--- src/sv/assert_macros.svh ---
// ----------------------------------------------------------------------------
// assertion macros
// shared concurrent assertion forms, synchronous active-low reset disables
// ----------------------------------------------------------------------------
`ifndef ASSERT_MACROS_SVH
`define ASSERT_MACROS_SVH

// same-cycle implication
`define ASSERT_IMPLIES(label, clk, rst_n, ante, cons, msg) \
    label: assert property (@(posedge clk) disable iff (!rst_n) (ante) |-> (cons)) \
        else $error(msg);

// next-cycle implication
`define ASSERT_NEXT(label, clk, rst_n, ante, cons, msg) \
    label: assert property (@(posedge clk) disable iff (!rst_n) (ante) |=> (cons)) \
        else $error(msg);

`endif

--- src/sv/pasm_pkg.sv ---
// ----------------------------------------------------------------------------
// pasm_pkg
// widths, mode codes and sequencer states of the polynomial add/sub/multiply
// ----------------------------------------------------------------------------
`default_nettype none

package pasm_pkg;

    localparam int DEG_W  = 4;
    localparam int RDEG_W = 5;
    localparam int COEF_W = 32;
    localparam int MODE_W = 2;

    // operation codes, the unused code behaves as sum
    localparam logic [MODE_W-1:0] MODE_SUM  = 2'd0;
    localparam logic [MODE_W-1:0] MODE_DIFF = 2'd1;
    localparam logic [MODE_W-1:0] MODE_PROD = 2'd2;

    typedef enum logic [2:0] {
        ST_LOAD,
        ST_SUM,
        ST_MAC,
        ST_DRAIN,
        ST_EMIT
    } t_state;

endpackage

`default_nettype wire

--- src/sv/polynomial_add_sub_multiply.sv ---
// ----------------------------------------------------------------------------
// polynomial_add_sub_multiply
// loads coefficient pairs of two polynomials, then emits their sum, difference
// or schoolbook product one coefficient at a time through a shared adder
// and a single 32x32 multiplier
// ----------------------------------------------------------------------------
//
//   channel   direction   handshake                  payload
//   -------   ---------   ------------------------   --------------------------
//   in        to block    i_in_valid / o_in_stall    degree, coeff_a/b, last
//   out       from block  o_out_valid / i_out_stall  result_degree/coeff/last
//   cfg       to block    i_cfg_valid / o_cfg_ready  i_cfg_data (operation mode)
//
// loading accepts one item per cycle; the item marked last starts the result
// sum and difference: ST_SUM then ST_EMIT per coefficient, top+1 coefficients
// product: per coefficient, ST_MAC for i = 0..top (multiply-accumulate on the
//   shared multiplier and adder), ST_DRAIN, then ST_EMIT; 2*top+1 coefficients
// output stall holds the result register; input is stalled until the final
//   coefficient transfers, which also clears the stores (valid bits) at once
// reset is synchronous, active low; mode returns to sum, stores read as zero
// ----------------------------------------------------------------------------
`default_nettype none

module polynomial_add_sub_multiply #(
    parameter int MAX_TERMS = 16
) (
    input  wire logic                          i_clk,
    input  wire logic                          i_rst_n,
    // input item
    input  wire logic                          i_in_valid,
    output logic                               o_in_stall,
    input  wire logic [pasm_pkg::DEG_W-1:0]    i_degree,
    input  wire logic signed [pasm_pkg::COEF_W-1:0] i_coeff_a,
    input  wire logic signed [pasm_pkg::COEF_W-1:0] i_coeff_b,
    input  wire logic                          i_last,
    // result item
    output logic                               o_out_valid,
    input  wire logic                          i_out_stall,
    output logic [pasm_pkg::RDEG_W-1:0]        o_result_degree,
    output logic signed [pasm_pkg::COEF_W-1:0] o_result_coeff,
    output logic                               o_result_last,
    // configuration
    input  wire logic                          i_cfg_valid,
    output logic                               o_cfg_ready,
    input  wire logic [pasm_pkg::MODE_W-1:0]   i_cfg_data
);
    import pasm_pkg::*;

    `include "assert_macros.svh"

    localparam int AW = (MAX_TERMS > 1) ? $clog2(MAX_TERMS) : 1;

    // state
    t_state                  r_state, n_state;
    logic [MODE_W-1:0]       r_mode;
    logic [DEG_W-1:0]        r_top, n_top;
    logic [RDEG_W-1:0]       r_k, n_k;
    logic [DEG_W-1:0]        r_i, n_i;
    logic [COEF_W-1:0]       r_acc, n_acc;
    logic [COEF_W-1:0]       r_prod, n_prod;
    logic [COEF_W-1:0]       r_out_coeff, n_out_coeff;
    logic [MAX_TERMS-1:0]    r_vld, n_vld;
    logic [COEF_W-1:0]       r_a [MAX_TERMS];
    logic [COEF_W-1:0]       r_b [MAX_TERMS];

    logic                    w_is_prod, w_is_diff;
    logic                    w_deg_ok, w_wr_en;
    logic [RDEG_W-1:0]       w_deg_ext, w_i_ext, w_j, w_last_k;
    logic [AW-1:0]           w_wr_idx, w_a_idx, w_b_idx;
    logic [COEF_W-1:0]       w_a_rd, w_b_rd, w_mul_lo;
    logic                    w_term_ok, w_is_last;
    logic [COEF_W-1:0]       w_add_x, w_add_y, w_add_res;
    logic                    w_add_sub;

    assign w_is_prod = (r_mode == MODE_PROD);
    assign w_is_diff = (r_mode == MODE_DIFF);

    // load addressing
    assign w_deg_ext = {1'b0, i_degree};
    assign w_deg_ok  = (6'(i_degree) < 6'(MAX_TERMS));
    assign w_wr_idx  = w_deg_ext[AW-1:0];
    assign w_wr_en   = (r_state == ST_LOAD) && i_in_valid && w_deg_ok;

    // term indexes for the product: a[i] * b[k-i]
    assign w_i_ext   = {1'b0, r_i};
    assign w_j       = r_k - w_i_ext;
    assign w_term_ok = (w_i_ext <= r_k) && (w_j <= {1'b0, r_top});

    assign w_a_idx = (r_state == ST_SUM) ? r_k[AW-1:0] : w_i_ext[AW-1:0];
    assign w_b_idx = (r_state == ST_SUM) ? r_k[AW-1:0] : w_j[AW-1:0];

    // entries not written since the last clear read as zero
    assign w_a_rd = r_vld[w_a_idx] ? r_a[w_a_idx] : '0;
    assign w_b_rd = r_vld[w_b_idx] ? r_b[w_b_idx] : '0;

    // shared multiplier, low word only
    assign w_mul_lo = w_a_rd * w_b_rd;

    // shared adder
    always_comb begin
        if (r_state == ST_SUM) begin
            w_add_x   = w_a_rd;
            w_add_y   = w_b_rd;
            w_add_sub = w_is_diff;
        end else begin
            w_add_x   = r_acc;
            w_add_y   = r_prod;
            w_add_sub = 1'b0;
        end
    end
    assign w_add_res = w_add_sub ? (w_add_x - w_add_y) : (w_add_x + w_add_y);

    // final result degree
    assign w_last_k  = w_is_prod ? {r_top, 1'b0} : {1'b0, r_top};
    assign w_is_last = (r_k == w_last_k);

    // coefficient stores
    always_ff @(posedge i_clk) begin
        if (w_wr_en) begin
            r_a[w_wr_idx] <= i_coeff_a;
            r_b[w_wr_idx] <= i_coeff_b;
        end
    end

    // configuration register
    always_ff @(posedge i_clk) begin
        if (!i_rst_n) begin
            r_mode <= MODE_SUM;
        end else if (i_cfg_valid && o_cfg_ready) begin
            r_mode <= i_cfg_data;
        end
    end

    // sequencer registers
    always_ff @(posedge i_clk) begin
        if (!i_rst_n) begin
            r_state <= ST_LOAD;
            r_top   <= '0;
            r_vld   <= '0;
            r_k     <= '0;
            r_i     <= '0;
        end else begin
            r_state <= n_state;
            r_top   <= n_top;
            r_vld   <= n_vld;
            r_k     <= n_k;
            r_i     <= n_i;
        end
    end

    // datapath registers
    always_ff @(posedge i_clk) begin
        r_acc       <= n_acc;
        r_prod      <= n_prod;
        r_out_coeff <= n_out_coeff;
    end

    // next state and datapath control
    always_comb begin
        n_state     = r_state;
        n_top       = r_top;
        n_vld       = r_vld;
        n_k         = r_k;
        n_i         = r_i;
        n_acc       = r_acc;
        n_prod      = r_prod;
        n_out_coeff = r_out_coeff;
        unique case (r_state)
            ST_LOAD: begin
                if (i_in_valid) begin
                    if (w_deg_ok) begin
                        n_vld[w_wr_idx] = 1'b1;
                        if (i_degree > r_top) begin
                            n_top = i_degree;
                        end
                    end
                    if (i_last) begin
                        n_k     = '0;
                        n_i     = '0;
                        n_acc   = '0;
                        n_prod  = '0;
                        n_state = w_is_prod ? ST_MAC : ST_SUM;
                    end
                end
            end
            ST_SUM: begin
                n_out_coeff = w_add_res;
                n_state     = ST_EMIT;
            end
            ST_MAC: begin
                // accumulate the previous term while multiplying the next
                n_acc  = w_add_res;
                n_prod = w_term_ok ? w_mul_lo : '0;
                if (r_i == r_top) begin
                    n_state = ST_DRAIN;
                end else begin
                    n_i = r_i + 1'b1;
                end
            end
            ST_DRAIN: begin
                n_out_coeff = w_add_res;
                n_state     = ST_EMIT;
            end
            ST_EMIT: begin
                if (!i_out_stall) begin
                    if (w_is_last) begin
                        n_vld   = '0;
                        n_top   = '0;
                        n_state = ST_LOAD;
                    end else begin
                        n_k     = r_k + 1'b1;
                        n_i     = '0;
                        n_acc   = '0;
                        n_prod  = '0;
                        n_state = w_is_prod ? ST_MAC : ST_SUM;
                    end
                end
            end
            default: begin
                n_state = ST_LOAD;
            end
        endcase
    end

    // ports
    assign o_in_stall      = (r_state != ST_LOAD);
    assign o_cfg_ready     = (r_state == ST_LOAD);
    assign o_out_valid     = (r_state == ST_EMIT);
    assign o_result_degree = r_k;
    assign o_result_coeff  = r_out_coeff;
    assign o_result_last   = w_is_last;

    // checks
    `ASSERT_IMPLIES(a_out_blocks_in, i_clk, i_rst_n, o_out_valid, o_in_stall && !o_cfg_ready, "input open while a result is pending")
    `ASSERT_NEXT(a_clear_after_last, i_clk, i_rst_n, o_out_valid && !i_out_stall && o_result_last, !o_in_stall && (r_vld == '0) && (r_top == '0), "stores not cleared after final transfer")
    `ASSERT_IMPLIES(a_mac_index, i_clk, i_rst_n, r_state == ST_MAC, (r_i <= r_top) && (r_k <= {r_top, 1'b0}), "product index beyond loaded degree")
    `ASSERT_IMPLIES(a_degree_bound, i_clk, i_rst_n, o_out_valid, o_result_degree <= w_last_k, "result degree past final coefficient")

endmodule

`default_nettype wire

--- config.mk ---
export PLATFORM = sky130hd
export DESIGN_NAME = polynomial_add_sub_multiply
export DESIGN_NICKNAME = d
export VERILOG_FILES = /design/src/sv/pasm_pkg.sv /design/src/sv/polynomial_add_sub_multiply.sv
export VERILOG_INCLUDE_DIRS = /design/src /design/src/sv
export SDC_FILE = /design/constraint.sdc
export NUM_CORES = 2
export LEC_CHECK = 0
export ABC_CLOCK_PERIOD_IN_PS = 14000
export BUFFER_PORTS_ARGS = -buffer_cell sky130_fd_sc_hd__buf_4
export CORE_ASPECT_RATIO = 0.9
export CORE_MARGIN = 2
export CORE_UTILIZATION = 45
export CTS_BUF_LIST = sky130_fd_sc_hd__clkbuf_16
export CTS_CLUSTER_DIAMETER = 50
export DETAILED_ROUTE_END_ITERATION = 7
export PLACE_DENSITY = 0.68
export SYNTH_ARGS = -nofsm -noshare
export SYNTH_HDL_FRONTEND = slang
export SYNTH_SLANG_ARGS = --single-unit
--- constraint.sdc ---
create_clock -name i_clk -period 14 [get_ports i_clk]
set_input_delay 2.8 -clock i_clk [delete_from_list [all_inputs] [get_ports i_clk]]
set_output_delay 2.8 -clock i_clk [all_outputs]
set_load 0.01 [all_outputs]
# Word level (Yosys, flattened, before mapping)
# Memories as Yosys holds them, arrays and structs flattened.
# Index checks and enable logic that the tools add are counted.
op_classes:
  n_addsub: 5
  mul: 1
  n_lt_le_gt_ge: 7
  eq_ne: 16
  n_mux: 51
  bitwise_logic: 1
  reduce_logical: 15
op_table:
  columns: ["op", "count"]
  rows:
  - ["$mux W32", 10]
  - ["$pmux W32 S3", 2]
  - ["$mux W16", 3]
  - ["$mux W4", 11]
  - ["$add A32 B32 Y32", 1]
  - ["$mul A32 B32 Y32", 1]
  - ["$pmux W16 S2", 1]
  - ["$sub A32 B32 Y32", 1]
  - ["$mux W5", 5]
  - ["$or A16 B16 Y16", 1]
  - ["$lt A4 B5 Y1 const B", 3]
  - ["$reduce_and A5 Y1", 3]
  - ["$mux W3", 4]
  - ["$ne A2 B2 Y1 const B", 6]
  - ["$pmux W3 S4", 1]
  - ["$pmux W4 S3", 1]
  - ["$pmux W5 S2", 1]
  - ["$bmux W1 S4", 2]
  - ["$pmux W4 S2", 1]
  - ["$reduce_and A4 Y1", 2]
  - ["$eq A3 B2 Y1 const B", 2]
  - ["$mux W1", 6]
  - ["$reduce_and A6 Y1", 1]
  - ["$reduce_bool A3 Y1", 2]
  - ["20 further kinds", 25]
word_totals:
  reg_bits: 130
  ram_bits: 1024
  inputBits: 76
  output_inout_bits: 41
  elab_cells: 107
  n_memories: 2
mem_list:
  columns: ["memory", "words", "word_bits", "read_ports", "rd_ports_with_merged_regs", "wr", "line_no", "rtl"]
  rows:
  - ["r_a", 16, 32, 1, 0, 1, "polynomial_add_sub_multiply.sv:63", "logic [COEF_W-1:0] r_a [MAX_TERMS];"]
  - ["r_b", 16, 32, 1, 0, 1, "polynomial_add_sub_multiply.sv:64", "logic [COEF_W-1:0] r_b [MAX_TERMS];"]

# Logic depth before layout (Yosys ltp)
logic_depth:
  ltp_word: 9
  ltp_mapped: 45
  mapped_depth_nobuf: 40

# Least setup slack after synthesis
# OpenSTA, ideal clock, no wires.
synth_timing:
  kind: "register to register"
  start: "register r_k[0] (netlist: o_result_degree[0])"
  end: "register r_prod[29], data pin"
  setup_time_ps: 266
  arrival_time_ps: 9869
  t_required_ps: 13734
  slack_ps: 3865
  stages_incl_launch_ff: 39
  path_cell_list: "dfxtp_1 buf_1 inv_1 ha_1 buf_2 clkinv_1 o21ai_4 buf_4 buf_2 mux4_2 mux2i_1 nor2_1 a21oi_1 clkbuf_1 nor2_1 fa_1 fa_1 fa_1 [3 not listed] fa_1 inv_1 fa_1 inv_1 fa_1 inv_1 fa_1 inv_1 ha_1 and3_1 a21oi_1 a31oi_1 a311o_1 a21oi_1 nor2_1 o41ai_1 xor2_1 nor2_1"
synth_between:
  elab_chain_len: 8
  word_cells_on_any_way: 17
  classes_between: "1 x add/sub; 1 x mul; 2 x order compare; 10 x mux; 1 x reduce/logical; 2 x memory"
synth_rtl:
  columns: ["item", "line_no", "rtl"]
  rows:
  - ["from (decl)", "polynomial_add_sub_multiply.sv:57", "logic [RDEG_W-1:0] r_k, n_k;"]
  - ["from (signal assigned)", "polynomial_add_sub_multiply.sv:146", "r_k <= n_k;"]
  - ["$sub A5 B4 Y5", "polynomial_add_sub_multiply.sv:86", "assign w_j = r_k - w_i_ext;"]
  - ["$mux W4", "polynomial_add_sub_multiply.sv:90", "assign w_b_idx = (r_state == ST_SUM) ? r_k[AW-1:0] : w_j[AW-1:0];"]
  - ["$bmux W1 S4", "polynomial_add_sub_multiply.sv:94", "assign w_b_rd = r_vld[w_b_idx] ? r_b[w_b_idx] : '0;"]
  - ["$mux W1 (not written as such)", "polynomial_add_sub_multiply.sv:94", null]
  - ["$mux W32", "polynomial_add_sub_multiply.sv:94", null]
  - ["$mul A32 B32 Y32", "polynomial_add_sub_multiply.sv:97", "assign w_mul_lo = w_a_rd * w_b_rd;"]
  - ["$mux W32 (*)", "polynomial_add_sub_multiply.sv:193", "n_prod = w_term_ok ? w_mul_lo : '0;"]
  - ["$pmux W32 S3 (*)", "polynomial_add_sub_multiply.sv:168", "unique case (r_state)"]
  - ["to (signal assigned)", "polynomial_add_sub_multiply.sv:154", "r_prod <= n_prod;"]
  - ["to (decl)", "polynomial_add_sub_multiply.sv:60", "logic [COEF_W-1:0] r_prod, n_prod;"]
# Every way passes the cells marked *; elsewhere a longest branch is shown, timed or not. The select of a mux whose other input is x is not followed.
# A chain may end at the register's enable or synchronous reset.

# Final worst setup path
layout_timing:
  start: "register r_state[0]"
  end: "register r_prod[29], data pin"
layout_between:
  elab_chain_len: 8
  word_cells_on_any_way: 17
  classes_between: "1 x mul; 3 x eq/ne; 10 x mux; 1 x reduce/logical; 2 x memory"
layout_rtl:
  columns: ["item", "line_no", "rtl"]
  rows:
  - ["from (decl)", "polynomial_add_sub_multiply.sv:54", "t_state r_state, n_state;"]
  - ["from (signal assigned)", "polynomial_add_sub_multiply.sv:143", "r_state <= n_state;"]
  - ["$eq A3 B1 Y1", "polynomial_add_sub_multiply.sv:89, polynomial_add_sub_multiply.sv:90", null]
  - ["$mux W4, on equally long branches", "polynomial_add_sub_multiply.sv:89, polynomial_add_sub_multiply.sv:90", null]
  - ["$bmux W1 S4, on equally long branches", "polynomial_add_sub_multiply.sv:93, polynomial_add_sub_multiply.sv:94", null]
  - ["$mux W1, on equally long branches", "polynomial_add_sub_multiply.sv:93, polynomial_add_sub_multiply.sv:94", null]
  - ["$mux W32, on equally long branches", "polynomial_add_sub_multiply.sv:93, polynomial_add_sub_multiply.sv:94", null]
  - ["$mul A32 B32 Y32", "polynomial_add_sub_multiply.sv:97", null]
  - ["$mux W32", "polynomial_add_sub_multiply.sv:193", null]
  - ["$pmux W32 S3 (*)", "polynomial_add_sub_multiply.sv:168", null]
# Marked as above.

==> impl_summary.log <==
[metrics] outcome: completed
[metrics] Yosys top cell area share: 51.59%
[metrics] drt wl/cell: around 25 microns
[metrics] count of standard-cell rows: 132
[metrics] CTS Root Cell: sky130_fd_sc_hd__clkbuf_16
[metrics] Critical path origin: r_state[0]
[metrics] final clock skew: 109.7 ps
[metrics] via count of the first global-routing pass: between 40,000 and 50,000
[metrics] Die Outline Area: ~150,000 sq um
[metrics] Highest Clock Rate: 0.08541 GHz
[metrics] met2 wire length: roughly 84 mm
[metrics] fraction of layout cells with a size suffix above 1: approximately 14%
[metrics] fin util: 50.31%
[metrics] Pleak: roughly 27 nW
[metrics] worst IR drop on VDD: 0.0001119 V
[metrics] kind of end point of the critical path: flip-flop
[metrics] CP Depth: 36
[metrics] clock network latency to the later pin of the worst-skew pair: approximately 760 ps
[metrics] final global-route overflow total: 0
[metrics] via count normalized by instance count: roughly 5.8
[metrics] top_reg_cell synth: sky130_fd_sc_hd__edfxtp_1
[metrics] family of cells with the greatest summed delay on the critical path: adder cells
[metrics] origin of the critical flop-to-flop path: r_state[0]
[metrics] top routing layer in use: met5
[metrics] type of the worst setup path: reg2reg
[metrics] worst slew pin tran: 1207 ps
[metrics] port buffer count: 116
[metrics] setup repair after global routing missed its margin: false
[metrics] share of flip-flops with an asynchronous set or reset after synthesis: 0%
[metrics] area of the core: 143,900 sq um
[metrics] CP arrival: 12,190 ps
[metrics] Syn Nets: 5,826
[metrics] Worst-path clk slew: 60 ps
[metrics] Yosys warning count: 0
[metrics] setup violators final: 0
[metrics] number of buffers and inverters on the critical path: 7
[metrics] cell depth of the worst flop-to-flop path: 36
[metrics] reg-to-reg slack, setup: 2290 ps
[metrics] htree depth: 3
[metrics] startpoint type of the worst setup path: flip-flop
[metrics] number of DRC violations after detailed routing: 0
[metrics] pin count of the biggest net entering global routing: 158
[metrics] post-synthesis instance area: 65,200 sq um
[metrics] clock buffer count from CTS: roughly 120
[metrics] Yosys top cell by area: sky130_fd_sc_hd__edfxtp_1
[metrics] number of hold violations in the final report: 0
[metrics] critical path's slowest cell: sky130_fd_sc_hd__o22a_1
[metrics] global-route wire length before repair: 273.2 mm
[metrics] Initial Utilization: 45.32%
[metrics] DP Wirelength: 117.7 mm
[metrics] Reg-to-Reg End: r_prod[29]
[metrics] time the final worst path needs with I/O delays and setup: 11,710 ps
[metrics] width of the chip: 405.2 microns
[metrics] share of synthesized area occupied by flip-flops and latches: 52.63%
[metrics] I/O pin count: between 100 and 150
[metrics] buffer depth of the longest clock path: 3
[metrics] hold crit path type: reg2reg
[metrics] post-route insts no fill: 7,311
[metrics] Cell Count Post-Placement: 7,082
[metrics] wire length reported by the detailed router: between 150 and 200 mm
[metrics] post-cts gate resize count: 0
[metrics] global routing usage summed across all routing layers: between 20 and 25%
[metrics] highest cell delay on the worst timing path: between 900 and 1000 ps
[metrics] Final GP Congestion: around 0.9
[metrics] top area cells in the synthesized netlist: sky130_fd_sc_hd__edfxtp_1, sky130_fd_sc_hd__fa_1, sky130_fd_sc_hd__mux4_2
[metrics] number of buffers inserted to repair setup after CTS: 0
[metrics] Initial DRT Pass Iterations: 6
[metrics] DRT antenna net count: 0
[metrics] Die H: 365.1 microns
[metrics] met3 WL: 19.24 mm
[metrics] most numerous cell on the critical path: sky130_fd_sc_hd__fa_1
[metrics] Max Fanout on Critical Path: 35
[metrics] flip-flop and latch count after synthesis: 1,154
[metrics] required time of the worst setup path: 14,480 ps
[metrics] # clock sinks: 1,154
[metrics] number of flops mapped to enable cells by yosys: between 1,000 and 1,500
[metrics] share of the clock period used by the worst path: 83.63%
[metrics] CTS tree: done
[metrics] Max-Slew Margin vs Limit: 19.34%
[metrics] number of instances in the synthesized netlist: about 5,200
[metrics] final net count: 5,918
[metrics] max capacitance violation total: 0
[metrics] routed length on met1: approximately 74 mm
[metrics] Synth-to-Final Area Change: 11.01%
[metrics] number of antenna violations at the first check in global routing: 16
[metrics] total count of max-transition violations in the final report: 0
[metrics] setup TNS after final layout: 0 ps
[metrics] Unique masters post-synth: 102
[metrics] number of DRC violations after detailed-routing iteration 0: 5,062
[metrics] number of hold buffers added after cts: 0
[metrics] worst setup path endpoint: r_prod[29]
[metrics] post-synthesis area per instance: 12.61 sq um
[metrics] number of vias after detailed routing: between 40,000 and 50,000
[metrics] Pwr per Cell Area: around 120 nW/um^2
-- worst min path at each step --
stage,cells past startpoint,endpoint,from,slack [ps]
detailed placement,2,r_vld[13],r_vld[13],510
CTS,2,r_vld[0],r_vld[0],520
global placement,2,r_vld[12],r_vld[12],500
floorplan,2,r_vld[7],r_vld[7],450
global route,2,r_vld[0],r_vld[0],550
finish,2,r_vld[0],r_vld[0],520
-- synth_stat cells, types with 42 or more instances --
library cell               instances
sky130_fd_sc_hd__a21oi_1          90
sky130_fd_sc_hd__and3_1           42
sky130_fd_sc_hd__buf_2            71
sky130_fd_sc_hd__buf_4            45
sky130_fd_sc_hd__clkbuf_1        141
sky130_fd_sc_hd__edfxtp_1       1120
sky130_fd_sc_hd__fa_1            410
sky130_fd_sc_hd__ha_1            170
sky130_fd_sc_hd__inv_1           510
sky130_fd_sc_hd__mux2i_1         124
sky130_fd_sc_hd__mux4_2          107
sky130_fd_sc_hd__nand2_1         635
sky130_fd_sc_hd__nand2b_1        119
sky130_fd_sc_hd__nand3_1         171
sky130_fd_sc_hd__nor2_1          373
sky130_fd_sc_hd__nor2b_1          53
sky130_fd_sc_hd__o21ai_0         103
sky130_fd_sc_hd__or2_2           119
sky130_fd_sc_hd__xnor2_1         107
sky130_fd_sc_hd__xor2_1           57
-- worst register-to-register path, delay by kind of cell, from the launching register on --
kind / cells / cell delay (ps)
fa+ha+maj: 9 / 3690
simple gates: 7 / 1760
buf+inv: 7 / 1480
compound gates: 12 / 3720
flops: 1 / 630
xor+xnor: 1 / 180
-- per-layer routing --
metal | GRT usage [%] | up-vias
li1 | - | 18210
met1 | 34.79 | 21640
met2 | 38.88 | 2246
met3 | 4.933 | 379
met4 | 8.553 | 14
met5 | 0 | -
-- stage by stage --
stage / hold WS (ps) / setup WS, ps / power [mW] / instance area [sq um]
2_1_floorplan: 448.2 / 3865 / 5.230 / 65200
3_3_place_gp: 504.7 / 2671 / 5.892 / 68420
3_5_place_dp: 508.3 / 2403 / 5.913 / 68420
4_1_cts: 518.3 / 2402 / 9.037 / 72360
5_1_grt: 547.4 / 1660 / 9.340 / 72370
6_report: 520.7 / 2292 / 9.035 / 72380
-- layout by cell type (no fill, tap or decap), types with 13 or more instances in the layout --
master / n
sky130_fd_sc_hd__mux2_2: 18
sky130_fd_sc_hd__and3_1: 42
sky130_fd_sc_hd__nand3_1: 170
sky130_fd_sc_hd__or2_2: 119
sky130_fd_sc_hd__and2_1: 36
sky130_fd_sc_hd__a21oi_1: 88
sky130_fd_sc_hd__buf_4: 249
sky130_fd_sc_hd__xor2_1: 57
sky130_fd_sc_hd__a32o_1: 13
sky130_fd_sc_hd__edfxtp_1: 1120
sky130_fd_sc_hd__mux2i_1: 123
sky130_fd_sc_hd__nor2_4: 15
sky130_fd_sc_hd__dfxtp_1: 34
sky130_fd_sc_hd__a221oi_1: 14
sky130_fd_sc_hd__xnor2_1: 107
sky130_fd_sc_hd__nor2_1: 357
sky130_fd_sc_hd__or3_1: 21
sky130_fd_sc_hd__inv_1: 538
sky130_fd_sc_hd__nand2b_1: 119
sky130_fd_sc_hd__clkinv_1: 21
sky130_fd_sc_hd__clkinv_2: 17
sky130_fd_sc_hd__fa_1: 410
sky130_fd_sc_hd__o211a_1: 22
sky130_fd_sc_hd__a211oi_1: 35
sky130_fd_sc_hd__ha_1: 170
sky130_fd_sc_hd__clkbuf_16: 122
sky130_fd_sc_hd__a31oi_1: 37
sky130_fd_sc_hd__o21ai_0: 99
sky130_fd_sc_hd__a21o_1: 26
sky130_fd_sc_hd__a22oi_1: 32
sky130_fd_sc_hd__nand2_1: 635
sky130_fd_sc_hd__nor3_1: 33
sky130_fd_sc_hd__mux4_2: 107
sky130_fd_sc_hd__nor2b_1: 52
sky130_fd_sc_hd__a311oi_1: 36
sky130_fd_sc_hd__nand4_1: 18
-- sequential cells by signal, indices dropped and copies added, names as in the netlist, 3 cells and up --
signal	count
r_a	512
r_b	512
o_result_coeff	32
r_acc	32
r_prod	32
r_vld	16
o_result_degree	5
r_i	4
r_top	4
r_state	3
-- where the power goes --
| group | leakage, nW | internal (mW) | switching [mW] |
|---|---|---|---|
| clock network | 2.01 | 1.76 | 1.39 |
| registers | 10.4 | 3.97 | 0.0624 |
| logic | 14.6 | 0.586 | 1.26 |
| total | 27.0 | 6.32 | 2.72 |
-- cell families (layout without fill, tap and decap cells) --
logic type	count (synthesis)	in the layout	synth area share (%)
flops	1154	1154	52.63
simple gates	1657	1657	11.77
compound gates	563	563	6.245
buf+inv	795	986	5.151
xor+xnor	170	170	2.401
mux	251	251	5.957
fa+ha+maj	580	580	15.85
other cells	0	7	0
-- layout make-up --
| cell class | instances | area (sq um) |
|---|---|---|
| flip-flops and latches | 1154 | 34310 |
| fillers | 12130 | 71470 |
| clock buffers | 122 | 3053 |
| clock inverters | 100 | 883.3 |
| inverters | 512 | 1922 |
| multi-input cells | 3221 | 27830 |
| diodes | 7 | 17.52 |
| repair buffers | 252 | 1929 |
| well taps | 1943 | 2431 |
No activity file was read; power rests on OpenSTA's default activity.
